**config.mk**
```make
export PLATFORM = sky130hd
export DESIGN_NAME = wvg_queue
export DESIGN_NICKNAME = d
export VERILOG_FILES = /design/src/rtl/core/wvg_pkg.sv /design/src/rtl/core/wvg_queue.sv
export SDC_FILE = /design/constraint.sdc
export NUM_CORES = 1
export LEC_CHECK = 0
export BUFFER_PORTS_ARGS = -buffer_cell sky130_fd_sc_hd__clkbuf_2
export CORE_MARGIN = 2
export CORE_UTILIZATION = 45
export DETAILED_ROUTE_END_ITERATION = 8
export PLACE_DENSITY = 0.7
export REMOVE_ABC_BUFFERS = 1
export SYNTH_ARGS = -nofsm -noshare
export SYNTH_HDL_FRONTEND = slang
export SYNTH_SLANG_ARGS = --single-unit
export TNS_END_PERCENT = 30
```
**constraint.sdc**
```tcl
create_clock -name aclk -period 2 [get_ports aclk]
set_input_delay 0 -clock aclk [delete_from_list [all_inputs] [get_ports aclk]]
set_output_delay 0 -clock aclk [all_outputs]
set_load 0.01 [all_outputs]
```
**src/rtl/core/wvg_pkg.sv**
```systemverilog
`timescale 1ns / 1ps
`default_nettype none

package wvg_pkg;

    // value and interval formats
    localparam int VALUE_W       = 32;
    localparam int INTERVAL_W    = 16;
    localparam int INTERVAL_FRAC = 8;
    localparam int MODE_W        = 3;
    localparam int PROB_W        = 17;
    localparam int CFG_IDX_W     = 3;
    localparam int CFG_DATA_W    = 32;
    localparam int LCG_W         = 48;
    localparam int LCG_HALF      = LCG_W / 2;

    // request queue between front and back
    localparam int QUEUE_DEPTH = 2;
    localparam int QPTR_W      = $clog2(QUEUE_DEPTH);
    localparam int QCNT_W      = $clog2(QUEUE_DEPTH + 1);

    // mode codes
    localparam logic [MODE_W-1:0] MODE_CONST   = 3'd0;
    localparam logic [MODE_W-1:0] MODE_UNIFORM = 3'd1;
    localparam logic [MODE_W-1:0] MODE_LINEAR  = 3'd2;
    localparam logic [MODE_W-1:0] MODE_RWALK   = 3'd3;
    localparam logic [MODE_W-1:0] MODE_DWALK   = 3'd4;

    // register indexes
    localparam logic [CFG_IDX_W-1:0] REG_MODE  = 3'd0;
    localparam logic [CFG_IDX_W-1:0] REG_START = 3'd1;
    localparam logic [CFG_IDX_W-1:0] REG_STEP  = 3'd2;
    localparam logic [CFG_IDX_W-1:0] REG_PROB  = 3'd3;
    localparam logic [CFG_IDX_W-1:0] REG_LOWER = 3'd4;
    localparam logic [CFG_IDX_W-1:0] REG_UPPER = 3'd5;

    // generator constants
    localparam logic [34:0]       LCG_MUL   = 35'h5DEECE66D;
    localparam logic [LCG_W-1:0]  LCG_INC   = 48'hB;
    localparam logic [LCG_W-1:0]  LCG_SEED  = 48'h1234ABCD330E;
    localparam logic [PROB_W-1:0] PROB_ONE  = 17'h10000;
    localparam logic [PROB_W-1:0] PROB_HALF = 17'h08000;

    // operation chosen by the front for one request
    typedef enum logic [2:0] {
        OP_CONST   = 3'd0,
        OP_UNUSED  = 3'd1,
        OP_ERROR   = 3'd2,
        OP_UNIFORM = 3'd3,
        OP_LINEAR  = 3'd4,
        OP_RWALK   = 3'd5,
        OP_DWALK   = 3'd6
    } op_t;

    typedef struct packed {
        logic [MODE_W-1:0]         mode;
        logic signed [VALUE_W-1:0] start_value;
        logic signed [VALUE_W-1:0] step_size;
        logic [PROB_W-1:0]         keep_probability;
        logic signed [VALUE_W-1:0] bound_lo;
        logic signed [VALUE_W-1:0] bound_hi;
    } cfg_t;

    typedef struct packed {
        op_t                   op;
        logic [INTERVAL_W-1:0] interval;
    } qent_t;

    typedef struct packed {
        logic  push;
        qent_t data;
    } qpush_t;

    typedef struct packed {
        logic  full;
        logic  empty;
        qent_t head;
    } qstat_t;

endpackage

`default_nettype wire

```
**src/rtl/core/wvg_queue.sv**
```systemverilog
`timescale 1ns / 1ps
`default_nettype none

module wvg_queue (
    input  wire                    aclk,
    input  wire                    aresetn,
    input  wire  wvg_pkg::qpush_t  qpush,
    input  wire                    pop,
    output wvg_pkg::qstat_t        qstat
);
    import wvg_pkg::*;

    qent_t              entry_reg [QUEUE_DEPTH];
    logic [QPTR_W-1:0]  wr_ptr_reg, wr_ptr_next;
    logic [QPTR_W-1:0]  rd_ptr_reg, rd_ptr_next;
    logic [QCNT_W-1:0]  count_reg, count_next;
    logic               do_push, do_pop;

    assign do_push = qpush.push && (count_reg != QCNT_W'(QUEUE_DEPTH));
    assign do_pop  = pop && (count_reg != '0);

    always_comb begin
        wr_ptr_next = wr_ptr_reg;
        rd_ptr_next = rd_ptr_reg;
        count_next  = count_reg;
        if (do_push) begin
            wr_ptr_next = (wr_ptr_reg == QPTR_W'(QUEUE_DEPTH - 1)) ? '0 : wr_ptr_reg + 1'b1;
        end
        if (do_pop) begin
            rd_ptr_next = (rd_ptr_reg == QPTR_W'(QUEUE_DEPTH - 1)) ? '0 : rd_ptr_reg + 1'b1;
        end
        if (do_push && !do_pop) begin
            count_next = count_reg + 1'b1;
        end else if (do_pop && !do_push) begin
            count_next = count_reg - 1'b1;
        end
    end

    always_ff @(posedge aclk) begin
        if (!aresetn) begin
            wr_ptr_reg <= '0;
            rd_ptr_reg <= '0;
            count_reg  <= '0;
        end else begin
            wr_ptr_reg <= wr_ptr_next;
            rd_ptr_reg <= rd_ptr_next;
            count_reg  <= count_next;
        end
    end

    always_ff @(posedge aclk) begin
        if (do_push) begin
            entry_reg[wr_ptr_reg] <= qpush.data;
        end
    end

    assign qstat.full  = (count_reg == QCNT_W'(QUEUE_DEPTH));
    assign qstat.empty = (count_reg == '0);
    assign qstat.head  = entry_reg[rd_ptr_reg];

endmodule

`default_nettype wire

```
### Yosys cells after proc, flatten, opt, wreduce, memory -nomap -nowiden

Memory sizes are Yosys's and may differ from the RTL's. A register that Yosys moved wholly into a read port is not among the register bits.
Cells that the tools add are included.

* memories: 1
* word-level logic and storage cells: 27
* flip-flop bits (word level): 4
* input bits: 23
* output and inout port bits: 21
* memory bits (writable): 38

Memory list
* entry_reg: words 2, width 19, read ports 1, clocked after Yosys merged registers in 1, write ports 1, RTL line wvg_queue.sv:13 `qent_t entry_reg [QUEUE_DEPTH];`

* muxes and demuxes: 8
* $add $sub $neg: 4
* reduce and logical (&&, ||, !) cells: 9
* equality and inequality tests: 2

Operators by type and width (number)
* $mux W1: 6
* $logic_and A1 B1 Y1: 4
* $mux W2: 2
* $reduce_bool A2 Y1: 2
* $add A1 B1 Y1 const B: 2
* $add A2 B1 Y2 const B: 1
* $eq A2 B2 Y1 const B: 1
* $logic_not A1 Y1: 2
* $logic_not A2 Y1: 1
* $ne A2 B2 Y1 const B: 1
* $sub A2 B1 Y2 const B: 1

### Depth between registers and ports, before layout

* depth after elaboration: 6
* gate-level depth with buffers: 7
* gate-level depth less buffers: 7

### Worst setup path after synthesis

OpenSTA, ideal clock, no wires.

* kind: register -> register
* start: reg count_reg[0]
* end: mem entry_reg[0][0] in the netlist's numbering (enable)
* cell stages (with the launch flop): 4
* data required time: 1606 ps
* period minus slack after synthesis: 1800 ps
* setup time: 394 ps
* path slack: 200 ps
* path buffers: 0
* arrival: 1407 ps
* cells stage by stage: dfxtp_1 > nand2b_1 > inv_2 > nor3_2

* word-level cells in the longest chain between the ends: 4

Ends and longest elaborated chain
* start, declared: RTL line wvg_queue.sv:16 `logic [QCNT_W-1:0] count_reg, count_next;`
* start signal, assigned: RTL line wvg_queue.sv:47 `count_reg <= count_next;`
* $ne A2 B2 Y1: RTL line wvg_queue.sv:19 `assign do_push = qpush.push && (count_reg != QCNT_W'(QUEUE_DEPTH));`
* $logic_and A1 B1 Y1: RTL line wvg_queue.sv:19
* $mux W1: RTL line wvg_queue.sv:52 `if (do_push) begin`
* $mux W1 (not written as such): RTL line wvg_queue.sv:53 `entry_reg[wr_ptr_reg] <= qpush.data;`
* end, declared: RTL line wvg_queue.sv:13

Every way passes these cells.

### Final worst setup path

* start: reg count_reg[0]
* end: reg count_reg[1]

* word-level cells in the longest chain between the ends: 5
* elaborated cells on any way between the ends: 13
* classes of those cells: 2 x add/sub; 1 x eq/ne; 2 x mux; 8 x reduce/logical

Ends and longest elaborated chain
* $ne A2 B2 Y1 (*): RTL line wvg_queue.sv:19
* $logic_and A1 B1 Y1 (*): RTL line wvg_queue.sv:19
* via do_push: RTL line wvg_queue.sv:17 `logic do_push, do_pop;`
* $logic_not A1 Y1: RTL line wvg_queue.sv:34 `end else if (do_pop && !do_push) begin`
* $logic_and A1 B1 Y1: RTL line wvg_queue.sv:34
* $reduce_bool A2 Y1 (no line)

Mark *: on every way through the listed nets, which the timed path passes. The rest lies on a longest branch. The select of a mux whose other input is x is not followed.
A chain may end at the register's enable or synchronous reset.

==> metrics.md <==
| Metric | Value |
|---|---|
| Outcome | `finished clean` |
| Post_cts resized | `0` |
| Max-slew violation count | `0` |
| Max clock buf depth | `2` |
| Routability cong. | `0.688` |
| Clock latency on the worst-skew pair | `0.34 ns` |
| Least-Margin Pin Slew | `0.346 ns` |
| Drt initial violations | `30` |
| Row count | `21` |
| Slew HR | `76.9%` |
| Core Util, Final | `63.6%` |
| Sequential-to-total area share from yosys stat | `77.5%` |
| Share of cells above drive strength 1 | `47.4%` |
| CP max FO | `5` |
| Via count | `930` |
| Setup Viol. Count Final | `0` |
| Crit path time final | `1.61 ns` |
| Clock-pin slew on the worst setup and hold paths | `0.12 ns` |
| Clock tree from TritonCTS | `done` |
| DP Area | `0.00190 mm2` |
| DRC violations left | `0` |
| Top cells by area, synth | `edfxtp_1 71%, mux2_2 13%, dfxtp_1 6.3%` |
| DRT antenna net count | `0` |
| Total CTS buffers | `5` |
| Setup crit start kind | `flop` |
| Sw frac | `29.1%` |
| First-pass GRT wire length | `4420 um` |
| Num ports | `44` |
| Yosys cell types | `21` |
| WP data required | `2.29 ns` |
| Peak supply drop | `0.000625 V` |
| Max Cap Violations | `0` |
| Pre-antenna DRT Iters | `4` |
| Pin count of the biggest net entering global routing | `17` |
| Vias in the first global route | `968` |
| Via-to-Cell Ratio | `4.60` |
| Dpl hpwl | `1820 um` |
| Sequential share of power | `51.5%` |
| Hold crit path type | `primary input to flop` |
| Initial antenna violation count | `0` |
| Pleak | `0.838 nW` |
| Mapped Cells | `84` |
| Nets | `179` |
| Power per cell area | `1080 mW/mm2` |
| Chip Width | `63.7 um` |
| CP Capture Type | `flop` |
| Drt total wl | `2650 um` |
| Most common cell in the netlist | `edfxtp_1` |
| Clk pwr share | `17.0%` |
| Synth Warn # | `0` |
| CTS root buf | `clkbuf_4` |
| # diodes | `0` |
| Int Pwr | `1.64 mW` |
| Die area | `0.00405 mm2` |
| Area Overhead vs Synth | `34.7%` |
| Hold Buf Count CTS | `20` |
| Setup TNS | `0 ns` |
| IO Port Bufs | `43` |
| EDFF count, synth | `38` |
| Number of flip-flops in the largest register | `38` |
| Worst setup path category | `flop to flop` |
| Htree depth | `2` |
| Drt wl/cell | `13.1 um` |
| Synth Register Bits | `43` |
| Post-Syn Area | `0.00160 mm2` |
| Post-synth top area cell | `edfxtp_1` |
| Dominant synthesized flop cell | `edfxtp_1` |
| GRT Util Overall | `15.0%` |
| Setup bufs post-CTS | `0` |
| Post-layout instance area | `0.00216 mm2` |
| Switch Pwr | `675 uW` |
| Post-synth top area share | `71.2%` |
| Commonest cells in the synthesized netlist | `38 x edfxtp_1, 19 x mux2_2, 5 x dfxtp_1` |
| Initial core utilization | `47.2%` |
| Gr ovfl total | `0` |
| Syn avg cell area | `19.1 um2` |
| FMAX | `0.622 GHz` |
| Die span in y | `63.7 um` |
| Gate power share | `31.6%` |
| Crit path arrival time | `1.90 ns` |
| Clk sinks | `43` |
| Ys async rst share | `0%` |
| Clk_skew | `0.00871 ns` |
| Final period utilization | `80.4%` |
| Unrepaired setup endpoints after global routing | `no` |
| Final Hold Fails | `0` |
| Core area | `0.00339 mm2` |
## power by group through the flow
stage               combinational (mW)  sequential [mW]  clock (mW)
finish                           0.732             1.19       0.394
detailed placement               0.709             1.22           0
global route                     0.797             1.21       0.441
CTS                              0.745             1.20       0.413
global placement                 0.695             1.21           0
floorplan                        0.411             1.23           0
## cell type report
| type | instances | area, um2 |
|---|---|---|
| Timing Repair Buffer | 66 | 450 |
| Tap cell | 46 | 57.6 |
| Clock buffer | 6 | 41.3 |
| Fill cell | 264 | 1230 |
| Multi-Input combinational cell | 37 | 347 |
| Inverter | 2 | 7.51 |
| Sequential cell | 43 | 1240 |
| Clock inverter | 2 | 12.5 |
## logic make-up (layout without fill, tap and decap cells)
| logic type | count (synthesis) | in the layout | share of synthesized area, % |
|---|---|---|---|
| AND/OR/NAND/NOR | 9 | 9 | 3.44 |
| flip-flops | 43 | 43 | 77.5 |
| AO/OA/AOI/OAI | 5 | 5 | 2.03 |
| multiplexers | 19 | 19 | 13.4 |
| buffers and inverters | 4 | 76 | 1.25 |
| XOR/XNOR | 3 | 3 | 1.64 |
| adder cells (fa/ha/maj) | 1 | 1 | 0.781 |
## per-stage QoR
stage               std cells  hold slack, ns  setup slack (ns)  total power, mW
floorplan                  82          0.0989             0.200             1.64
global placement          174           0.190             0.495             1.90
detailed placement        174           0.193             0.421             1.93
CTS                       202         0.00170             0.382             2.35
global route              202          0.0329             0.293             2.45
finish                    202          0.0178             0.392             2.32
## per-layer routing
| metal | vias to the layer above | share of wire (%) | GRT usage (%) |
|---|---|---|---|
| met5 | - | 0 | 0 |
| met4 | 0 | 2.2 | 8.97 |
| met3 | 5 | 4.7 | 3.75 |
| met2 | 28 | 53 | 25.3 |
| met1 | 436 | 40 | 17.0 |
| li1 | 461 | - | - |
## layout by cell type, fill, tap and decap left out, drive strengths merged
cell	netlist	final
ha	1	1
inv	2	2
xnor2	2	2
mux2	19	19
and2	3	3
or3	1	1
edfxtp	38	38
clkbuf	0	49
xor2	1	1
buf	2	3
a21boi	2	2
dfxtp	5	5
nor2	2	2
clkinv	0	1
o21ai	2	2
and3	1	1
clkinvlp	0	1
o21a	1	1
nor3	1	1
nand2b	1	1
dlygate4sd3	0	20
## final timing paths
| check | end | cells past startpoint | slack, ns | start |
|---|---|---|---|---|
| worst max-delay path | count_reg[1]$_SDFFE_PN0P_ | 6 | 0.39 | count_reg[0]$_SDFFE_PN0P_ |
| worst min-delay path | wr_ptr_reg$_SDFFE_PN0P_ | 3 | 0.02 | qpush[19] |
| worst min register to register | count_reg[1]$_SDFFE_PN0P_ | 2 | 0.53 | count_reg[1]$_SDFFE_PN0P_ |
| worst max register to register | count_reg[1]$_SDFFE_PN0P_ | 6 | 0.39 | count_reg[0]$_SDFFE_PN0P_ |
## critical path, cell delays in order, from the launching register on
cell and delay, ns:
dfxtp_1 0.42, nand2b_1 0.18, inv_2 0.07, nor2_1 0.12, ha_1 0.28, or3_1 0.36
a21boi_1 0.13
No activity file was read; power rests on OpenSTA's default activity.
