`src/rtl/core/wvg_pkg.sv`:
```
`timescale 1ns / 1ps
`default_nettype none

package wvg_pkg;

    // value and interval formats
    localparam int VALUE_W       = 32;
    localparam int INTERVAL_W    = 16;
    localparam int INTERVAL_FRAC = 8;
    localparam int MODE_W        = 3;
    localparam int PROB_W        = 17;
    localparam int CFG_IDX_W     = 3;
    localparam int CFG_DATA_W    = 32;
    localparam int LCG_W         = 48;
    localparam int LCG_HALF      = LCG_W / 2;

    // request queue between front and back
    localparam int QUEUE_DEPTH = 2;
    localparam int QPTR_W      = $clog2(QUEUE_DEPTH);
    localparam int QCNT_W      = $clog2(QUEUE_DEPTH + 1);

    // mode codes
    localparam logic [MODE_W-1:0] MODE_CONST   = 3'd0;
    localparam logic [MODE_W-1:0] MODE_UNIFORM = 3'd1;
    localparam logic [MODE_W-1:0] MODE_LINEAR  = 3'd2;
    localparam logic [MODE_W-1:0] MODE_RWALK   = 3'd3;
    localparam logic [MODE_W-1:0] MODE_DWALK   = 3'd4;

    // register indexes
    localparam logic [CFG_IDX_W-1:0] REG_MODE  = 3'd0;
    localparam logic [CFG_IDX_W-1:0] REG_START = 3'd1;
    localparam logic [CFG_IDX_W-1:0] REG_STEP  = 3'd2;
    localparam logic [CFG_IDX_W-1:0] REG_PROB  = 3'd3;
    localparam logic [CFG_IDX_W-1:0] REG_LOWER = 3'd4;
    localparam logic [CFG_IDX_W-1:0] REG_UPPER = 3'd5;

    // generator constants
    localparam logic [34:0]       LCG_MUL   = 35'h5DEECE66D;
    localparam logic [LCG_W-1:0]  LCG_INC   = 48'hB;
    localparam logic [LCG_W-1:0]  LCG_SEED  = 48'h1234ABCD330E;
    localparam logic [PROB_W-1:0] PROB_ONE  = 17'h10000;
    localparam logic [PROB_W-1:0] PROB_HALF = 17'h08000;

    // operation chosen by the front for one request
    typedef enum logic [2:0] {
        OP_CONST   = 3'd0,
        OP_UNUSED  = 3'd1,
        OP_ERROR   = 3'd2,
        OP_UNIFORM = 3'd3,
        OP_LINEAR  = 3'd4,
        OP_RWALK   = 3'd5,
        OP_DWALK   = 3'd6
    } op_t;

    typedef struct packed {
        logic [MODE_W-1:0]         mode;
        logic signed [VALUE_W-1:0] start_value;
        logic signed [VALUE_W-1:0] step_size;
        logic [PROB_W-1:0]         keep_probability;
        logic signed [VALUE_W-1:0] bound_lo;
        logic signed [VALUE_W-1:0] bound_hi;
    } cfg_t;

    typedef struct packed {
        op_t                   op;
        logic [INTERVAL_W-1:0] interval;
    } qent_t;

    typedef struct packed {
        logic  push;
        qent_t data;
    } qpush_t;

    typedef struct packed {
        logic  full;
        logic  empty;
        qent_t head;
    } qstat_t;

endpackage

`default_nettype wire

```
`src/rtl/core/wvg_front.sv`:
```
`timescale 1ns / 1ps
`default_nettype none

module wvg_front (
    input  wire                           s_valid,
    output logic                          s_ready,
    input  wire  [wvg_pkg::INTERVAL_W-1:0] s_interval,
    input  wire  wvg_pkg::cfg_t           cfg,
    input  wire  wvg_pkg::qstat_t         qstat,
    output wvg_pkg::qpush_t               qpush
);
    import wvg_pkg::*;

    op_t op_w;
    logic bounds_bad;

    assign bounds_bad = $signed(cfg.bound_lo) > $signed(cfg.bound_hi);

    always_comb begin
        case (cfg.mode)
            MODE_CONST:   op_w = OP_CONST;
            MODE_UNIFORM: op_w = bounds_bad ? OP_ERROR : OP_UNIFORM;
            MODE_LINEAR:  op_w = bounds_bad ? OP_ERROR : OP_LINEAR;
            MODE_RWALK:   op_w = bounds_bad ? OP_ERROR : OP_RWALK;
            MODE_DWALK:   op_w = bounds_bad ? OP_ERROR : OP_DWALK;
            default:      op_w = OP_UNUSED;
        endcase
    end

    assign s_ready             = !qstat.full;
    assign qpush.push          = s_valid && !qstat.full;
    assign qpush.data.op       = op_w;
    assign qpush.data.interval = s_interval;

endmodule

`default_nettype wire

```
`config.mk`:
```
export PLATFORM = sky130hd
export DESIGN_NAME = wvg_front
export DESIGN_NICKNAME = d
export VERILOG_FILES = /design/src/rtl/core/wvg_pkg.sv /design/src/rtl/core/wvg_front.sv
export SDC_FILE = /design/constraint.sdc
export NUM_CORES = 1
export LEC_CHECK = 0
export ABC_AREA = 1
export BUFFER_PORTS_ARGS = -buffer_cell sky130_fd_sc_hd__buf_2
export CAP_MARGIN = 25
export CORE_AREA = 2 2 79 81
export DETAILED_ROUTE_END_ITERATION = 16
export DIE_AREA = 0 0 81 83
export PLACE_DENSITY_LB_ADDON = 0.12
export SLEW_MARGIN = 20
export SYNTH_ARGS = -nofsm -noshare
export SYNTH_HDL_FRONTEND = slang
export SYNTH_SLANG_ARGS = --single-unit
```
`constraint.sdc`:
```
create_clock -name vclk -period 1.7
set_input_delay 0.34 -clock vclk [all_inputs]
set_output_delay 0.34 -clock vclk [all_outputs]
set_load 0.01 [all_outputs]
```
## Word-level counts from Yosys, hierarchy flattened

Cells that the tools add are included.

| operators by class | value |
|---|---|
| add/subtract/negate cells | 0 |
| multiply operators | 0 |
| divide/modulo/power cells | 0 |
| order comparisons | 1 |
| equality and inequality tests | 4 |
| shift operators | 0 |
| multiplexer cells | 5 |
| bitwise gates (word level) | 0 |
| reduce and logical (&&, ||, !) cells | 3 |

Operators with widths:

| operator | number |
|---|---|
| greater-than comparator 32 bit | 1 |
| one-hot mux 3 bit (5 select lines) | 1 |
| two-way mux 3 bit | 3 |
| equality test 3 x 2 -> 1 bit, second input constant | 2 |
| equality test 3 x 1 -> 1 bit, second input constant | 1 |
| equality test 3 bit, second input constant | 1 |
| zero test 3 bit | 1 |
| logical AND 1 bit | 1 |
| zero test 1 bit | 1 |
| two-way mux 1 bit | 1 |

| word-level totals | value |
|---|---|
| register bits after elaboration | 0 |
| latch bits | 0 |
| RAM bits | 0 |
| ROM bits | 0 |
| output and inout bits | 21 |
| logic and storage cells | 13 |
| memories kept | 0 |

## Logic depth before layout (Yosys ltp)

Gate-level depths: netlist of the first run.

| logic depth | value |
|---|---|
| depth in word-level cells | 3 |
| mapped depth | 17 |

## Least setup slack after synthesis of the first run

Ideal clock, no wire load.

| timing | value |
|---|---|
| path kind | in2out |
| start point | in cfg[31] (netlist bit) |
| end point | out qpush[18] (netlist bit) |
| arrival | 1536 ps |
| required time | 1360 ps |
| path slack | -176 ps |
| stages | 8 |
| path buffers | 0 |
| path through | inv_1 -> ha_1 -> a21oi_1 -> o21a_1 -> nand2_1 -> a21oi_2 -> nand3_2 -> a31oi_1 |

RTL lines:

| what | line | RTL |
|---|---|---|
| start, declared | wvg_front.sv:8 | `input wire wvg_pkg::cfg_t cfg,` |
| end, declared | wvg_front.sv:10 | `output wvg_pkg::qpush_t qpush` |

==> impl_metrics.env, run 1 <==
export IMPL_swShare=0.474
export IMPL_seq_area_frac_synth=0
export IMPL_final_seq_area_um2=0
export IMPL_p_clk_frac=0
export IMPL_ant_nets=0
export IMPL_syn_nets=390
export IMPL_via_count=1193
export IMPL_status="finished with violations"
export IMPL_slowest_stage="ha_4"
export IMPL_cts_hold_buf=0
export IMPL_hp_start="s_interval[0]"
export IMPL_place_ws_ps=-426
export IMPL_io_buffers=74
export IMPL_yosys_warnings=0
export IMPL_drv_slew=0
export IMPL_drc_errors=0
export IMPL_cp_slowest_stage_delay_ps=270
export IMPL_synthCells=172
export IMPL_p_comb_frac=1.000
export IMPL_grt_pass1_wl_um=4770
export IMPL_peakVddDrop_uv=77.6
export IMPL_tightest_slew_ps=200
export IMPL_rsz0062_at_grt="yes"
export IMPL_antenna_cells=0
export IMPL_power_leakage_uw=0.00101
export IMPL_fillers=659
export IMPL_hold_class="in2out"
export IMPL_wl_um=2740
export IMPL_avgSynthCellArea_um2=6.32
export IMPL_finalNonFillerCells=312
export IMPL_fp_dieH_um=83
export IMPL_fin_util=0.346
export IMPL_power_frac_seq=0
export IMPL_fin_crit_sh=1.23
export IMPL_grt_max_degree=5
export IMPL_powerDensity_mw_per_mm2=252
export IMPL_p_int_uw=267
export IMPL_dp_hpwl_um=2590
export IMPL_crit_fanout=2
export IMPL_die_area_mm2=0.00672
export IMPL_dp_cells=310
export IMPL_setup_slack_ps=-383
export IMPL_netSwitchingPower_uw=240
export IMPL_syn2layout_area_growth_pct=85.3
export IMPL_maxCapViolations=0
export IMPL_start_util=0.187
export IMPL_fmaxAchievable_mhz=480
export IMPL_netlist_area_mm2=0.00109
export IMPL_critical_path_class="in2out"
export IMPL_gp_congestion=0.648
export IMPL_drive_gt1_frac=0.726
export IMPL_hold_depth=0
export IMPL_setup_violations=3
export IMPL_yosysUniqueCellTypes=20
export IMPL_hold_viol=0
export IMPL_crit_required_ps=1360
export IMPL_cp_end_kind="output port"
export IMPL_first_pass_iters=2
export IMPL_core_mm2=0.00582
export IMPL_drtIter0Drc=3
export IMPL_layout_nets=457
export IMPL_layout_common_cells="buf_2 (66), ha_4 (24), inv_2 (20)"
export IMPL_wl_per_cell_um=8.78
export IMPL_grt_overflow=0
export IMPL_synth_top_area_cell="ha_1"
export IMPL_holdPathEnd="qpush[0]"
export IMPL_min_period_ps=2080
export IMPL_final_common_cell="buf_2"
export IMPL_clockBufferCount=0
export IMPL_synth_top_area_frac=0.368
export IMPL_vias_per_cell=3.82
export IMPL_die_w_um=81
export IMPL_synth_area_leaders="ha_1 (37%), inv_1 (15%), nand2_1 (11%)"
export IMPL_arrival_ps=1740
export IMPL_violations="setup timing"
export IMPL_rows=28
export IMPL_worst_slew_margin_rel=0.865
export IMPL_ioPinCount=207
export IMPL_grt_use_total=0.0818
export IMPL_grt_antenna_before_repair=0
export IMPL_first_global_vias=1267
export IMPL_nFlopsAndLatches=0
export IMPL_cp_cell_sequence="buf_6 > inv_4 > ha_4 > nand2_4 > nor2_4 > buf_6 > nand2_4 > nand2_4 > a21oi_4 > buf_6 > nand3_4 > nand3_4 > a21oi_2 > buf_2"
export IMPL_critical_path_startpoint_type="primary input"
export IMPL_tns_ps=-1110
cells in the mapped netlist:
cell     count
a21o_1       1
a21oi_1     14
a21oi_2      2
a31oi_1      1
buf_4       16
ha_1        32
inv_1       43
nand2_1     33
nand2_2      5
nand3_1      1
nand3_2      2
nand4_1      2
nand4_2      1
nor2_1      10
nor2_2       1
nor2_4       1
nor3_1       1
o21a_1       2
o21ai_0      3
xor2_1       1
stage by stage:
stage	hold slack (ps)	total power, µW	cell area, µm²
finish	680	507	2010
global placement	680	422	1810
CTS	680	440	1840
global route	680	573	2010
floorplan	724	289	1430
detailed placement	680	424	1810
worst max-delay path: cells and delay by family:
family / cells / cell delay, ps
AOI/OAI and AO/OA: 2 / 200
adders and majority gates: 1 / 270
buffers and inverters: 5 / 470
and+or+nand+nor: 6 / 470
area by class of cell:
type | count | area (µm²) | area share
inverters | 43 | 184 | 0.0913
multi-input cells | 113 | 1260 | 0.624
well taps | 75 | 93.8 | 0.0466
repair buffers | 81 | 480 | 0.239
layer usage:
metal / GRT usage / vias to the layer above / wire length, µm
met3: 0.00326 / 4 / 182
li1: - / 655 / -
met4: 0.00924 / 0 / 9
met2: 0.158 / 46 / 1410
met1: 0.100 / 488 / 1140
met5: 0 / - / 0
power groups by stage:
stage	clock (µW)	sequential (µW)	combinational [µW]
after floorplan	0	0	289
after CTS	0	0	440
after global placement	0	0	422
after detailed placement	0	0	424
final	0	0	507
after global routing	0	0	573
how the worst max path moves through the flow:
stage                  from   endpoint  slack, ps
floorplan           cfg[41]  qpush[17]        -50
global placement     cfg[9]  qpush[17]       -390
detailed placement   cfg[9]  qpush[17]       -430
CTS                 cfg[55]  qpush[17]       -360
global route        cfg[33]  qpush[17]       -520
finish              cfg[23]  qpush[17]       -380
repair_timing:
item	CTS	global route
buffers inserted	0	2
setup endpoints to repair	3	3
pin swaps	14	27
resized for setup	8	35
logic make-up (layout without fill, tap and decap cells):
| group | Yosys count | after routing | synth area share |
|---|---|---|---|
| adder cells (fa/ha/maj) | 32 | 32 | 0.368 |
| buffers and inverters | 59 | 124 | 0.259 |
| AO/OA/AOI/OAI | 23 | 23 | 0.121 |
| AND/OR/NAND/NOR | 57 | 57 | 0.244 |
| XOR/XNOR | 1 | 1 | 0.00806 |
Power figures use the tool's default switching activity.
==> run 2, diff against run 1 <==
--- a/config.mk
+++ b/config.mk
@@ -8,9 +8,10 @@
 export ABC_AREA = 1
 export BUFFER_PORTS_ARGS = -buffer_cell sky130_fd_sc_hd__buf_2
 export CAP_MARGIN = 25
-export CORE_AREA = 2 2 79 81
+export CELL_PAD_IN_SITES_DETAIL_PLACEMENT = 0
+export CELL_PAD_IN_SITES_GLOBAL_PLACEMENT = 1
+export CORE_UTILIZATION = 13
 export DETAILED_ROUTE_END_ITERATION = 16
-export DIE_AREA = 0 0 81 83
 export PLACE_DENSITY_LB_ADDON = 0.12
 export SLEW_MARGIN = 20
 export SYNTH_ARGS = -nofsm -noshare
==> impl_metrics.env, run 2 (synthesized netlist as in run 1, its figures left out) <==
export IMPL_hp_start="s_interval[10]"
export IMPL_drtIter0Drc=1
export IMPL_dp_cells=336
export IMPL_holdPathEnd="qpush[10]"
export IMPL_p_comb_frac=1.000
export IMPL_die_area_mm2=0.00873
export IMPL_final_seq_area_um2=0
export IMPL_finalNonFillerCells=339
export IMPL_nFlopsAndLatches=0
export IMPL_min_period_ps=2060
export IMPL_whs_ps=680
export IMPL_cts_hold_buf=0
export IMPL_grt_pass1_wl_um=4990
export IMPL_p_int_uw=282
export IMPL_syn2layout_area_growth_pct=94.6
export IMPL_swShare=0.469
export IMPL_crit_required_ps=1360
export IMPL_dp_hpwl_um=2730
export IMPL_final_common_cell="buf_2"
export IMPL_critical_path_class="in2out"
export IMPL_power_frac_seq=0
export IMPL_setup_violations=3
export IMPL_first_global_vias=1267
export IMPL_place_ws_ps=-407
export IMPL_wl_um=3030
export IMPL_start_util=0.138
export IMPL_ant_nets=0
export IMPL_wl_per_cell_um=8.95
export IMPL_gp_congestion=0.712
export IMPL_first_pass_iters=4
export IMPL_tightest_slew_ps=203
export IMPL_hold_viol=0
export IMPL_fmaxAchievable_mhz=485
export IMPL_maxCapViolations=0
export IMPL_clockBufferCount=0
export IMPL_fin_crit_sh=1.21
export IMPL_peakVddDrop_uv=91.7
export IMPL_drive_gt1_frac=0.755
export IMPL_violations="setup timing"
export IMPL_hold_depth=0
export IMPL_critical_path_startpoint_type="primary input"
export IMPL_antenna_cells=0
export IMPL_vias_per_cell=3.59
export IMPL_ioPinCount=207
export IMPL_grt_overflow=0
export IMPL_fin_util=0.268
export IMPL_hold_class="in2out"
export IMPL_grt_use_total=0.0674
export IMPL_layout_nets=457
export IMPL_arrival_ps=1720
export IMPL_fp_dieH_um=93.5
export IMPL_setup_slack_ps=-361
export IMPL_drv_slew=0
export IMPL_die_w_um=93.5
export IMPL_powerDensity_mw_per_mm2=251
export IMPL_core_mm2=0.00789
export IMPL_drc_errors=0
export IMPL_fin_area_mm2=0.00212
export IMPL_dpl_cell_area_mm2=0.00184
export IMPL_via_count=1217
export IMPL_power_leakage_uw=0.00102
export IMPL_netSwitchingPower_uw=250
export IMPL_crit_fanout=2
export IMPL_p_clk_frac=0
export IMPL_rsz0062_at_grt="yes"
export IMPL_status="finished with violations"
export IMPL_layout_common_cells="buf_2 (59), ha_4 (27), inv_2 (24)"
export IMPL_worst_slew_margin_rel=0.864
export IMPL_grt_max_degree=5
export IMPL_cp_end_kind="output port"
export IMPL_io_buffers=74
export IMPL_rows=32
export IMPL_grt_antenna_before_repair=0
==> run 2: area by class of cell <==
cell class	count	area, µm²
inverter	43	181
timing repair buffer	81	517
tap	102	128
fill	870	5770
multi-input combinational	113	1290
==> run 2: layer usage <==
metal | wire length [µm] | track usage | share of wire
met5 | 0 | 0 | 0
met4 | 13 | 0.00385 | 0.0043
met3 | 326 | 0.0179 | 0.11
met2 | 1410 | 0.125 | 0.46
met1 | 1290 | 0.0805 | 0.42
==> run 2: per-stage QoR <==
step           total power (µW)  TNS [ps]
3_3_place_gp                431     -1200
6_report                    532     -1050
4_1_cts                     496     -1000
3_5_place_dp                426     -1150
2_1_floorplan               289     -98.0
5_1_grt                     598     -1370
==> run 2: worst max-delay path, cell delays in order <==
cell and delay [ps]:
buf_2 110, ha_4 280, nand2_4 50, buf_4 120, buf_4 120, nor2_1 100
nand4_1 210, a31oi_2 230, buf_2 160
==> run 2: worst max-delay path by stage <==
stage / start / end / slack (ps) / cells past startpoint
after detailed placement: cfg[18] / qpush[17] / -410 / 15
final: cfg[35] / qpush[18] / -360 / 9
after global routing: cfg[21] / qpush[18] / -470 / 10
after floorplan: cfg[41] / qpush[17] / -50 / 12
after CTS: cfg[35] / qpush[17] / -350 / 16
after global placement: cfg[10] / qpush[17] / -430 / 12
==> run 2: what timing repair did <==
action,in CTS,in global routing
pin swaps,11,21
endpoints found under the setup margin,3,3
setup buffers,2,1
resized for setup,33,22
==> run 2: power by group through the flow <==
stage	Sequential (µW)	Combinational, µW	Clock, µW
global placement	0	431	0
global route	0	598	0
detailed placement	0	426	0
finish	0	532	0
CTS	0	496	0
floorplan	0	289	0
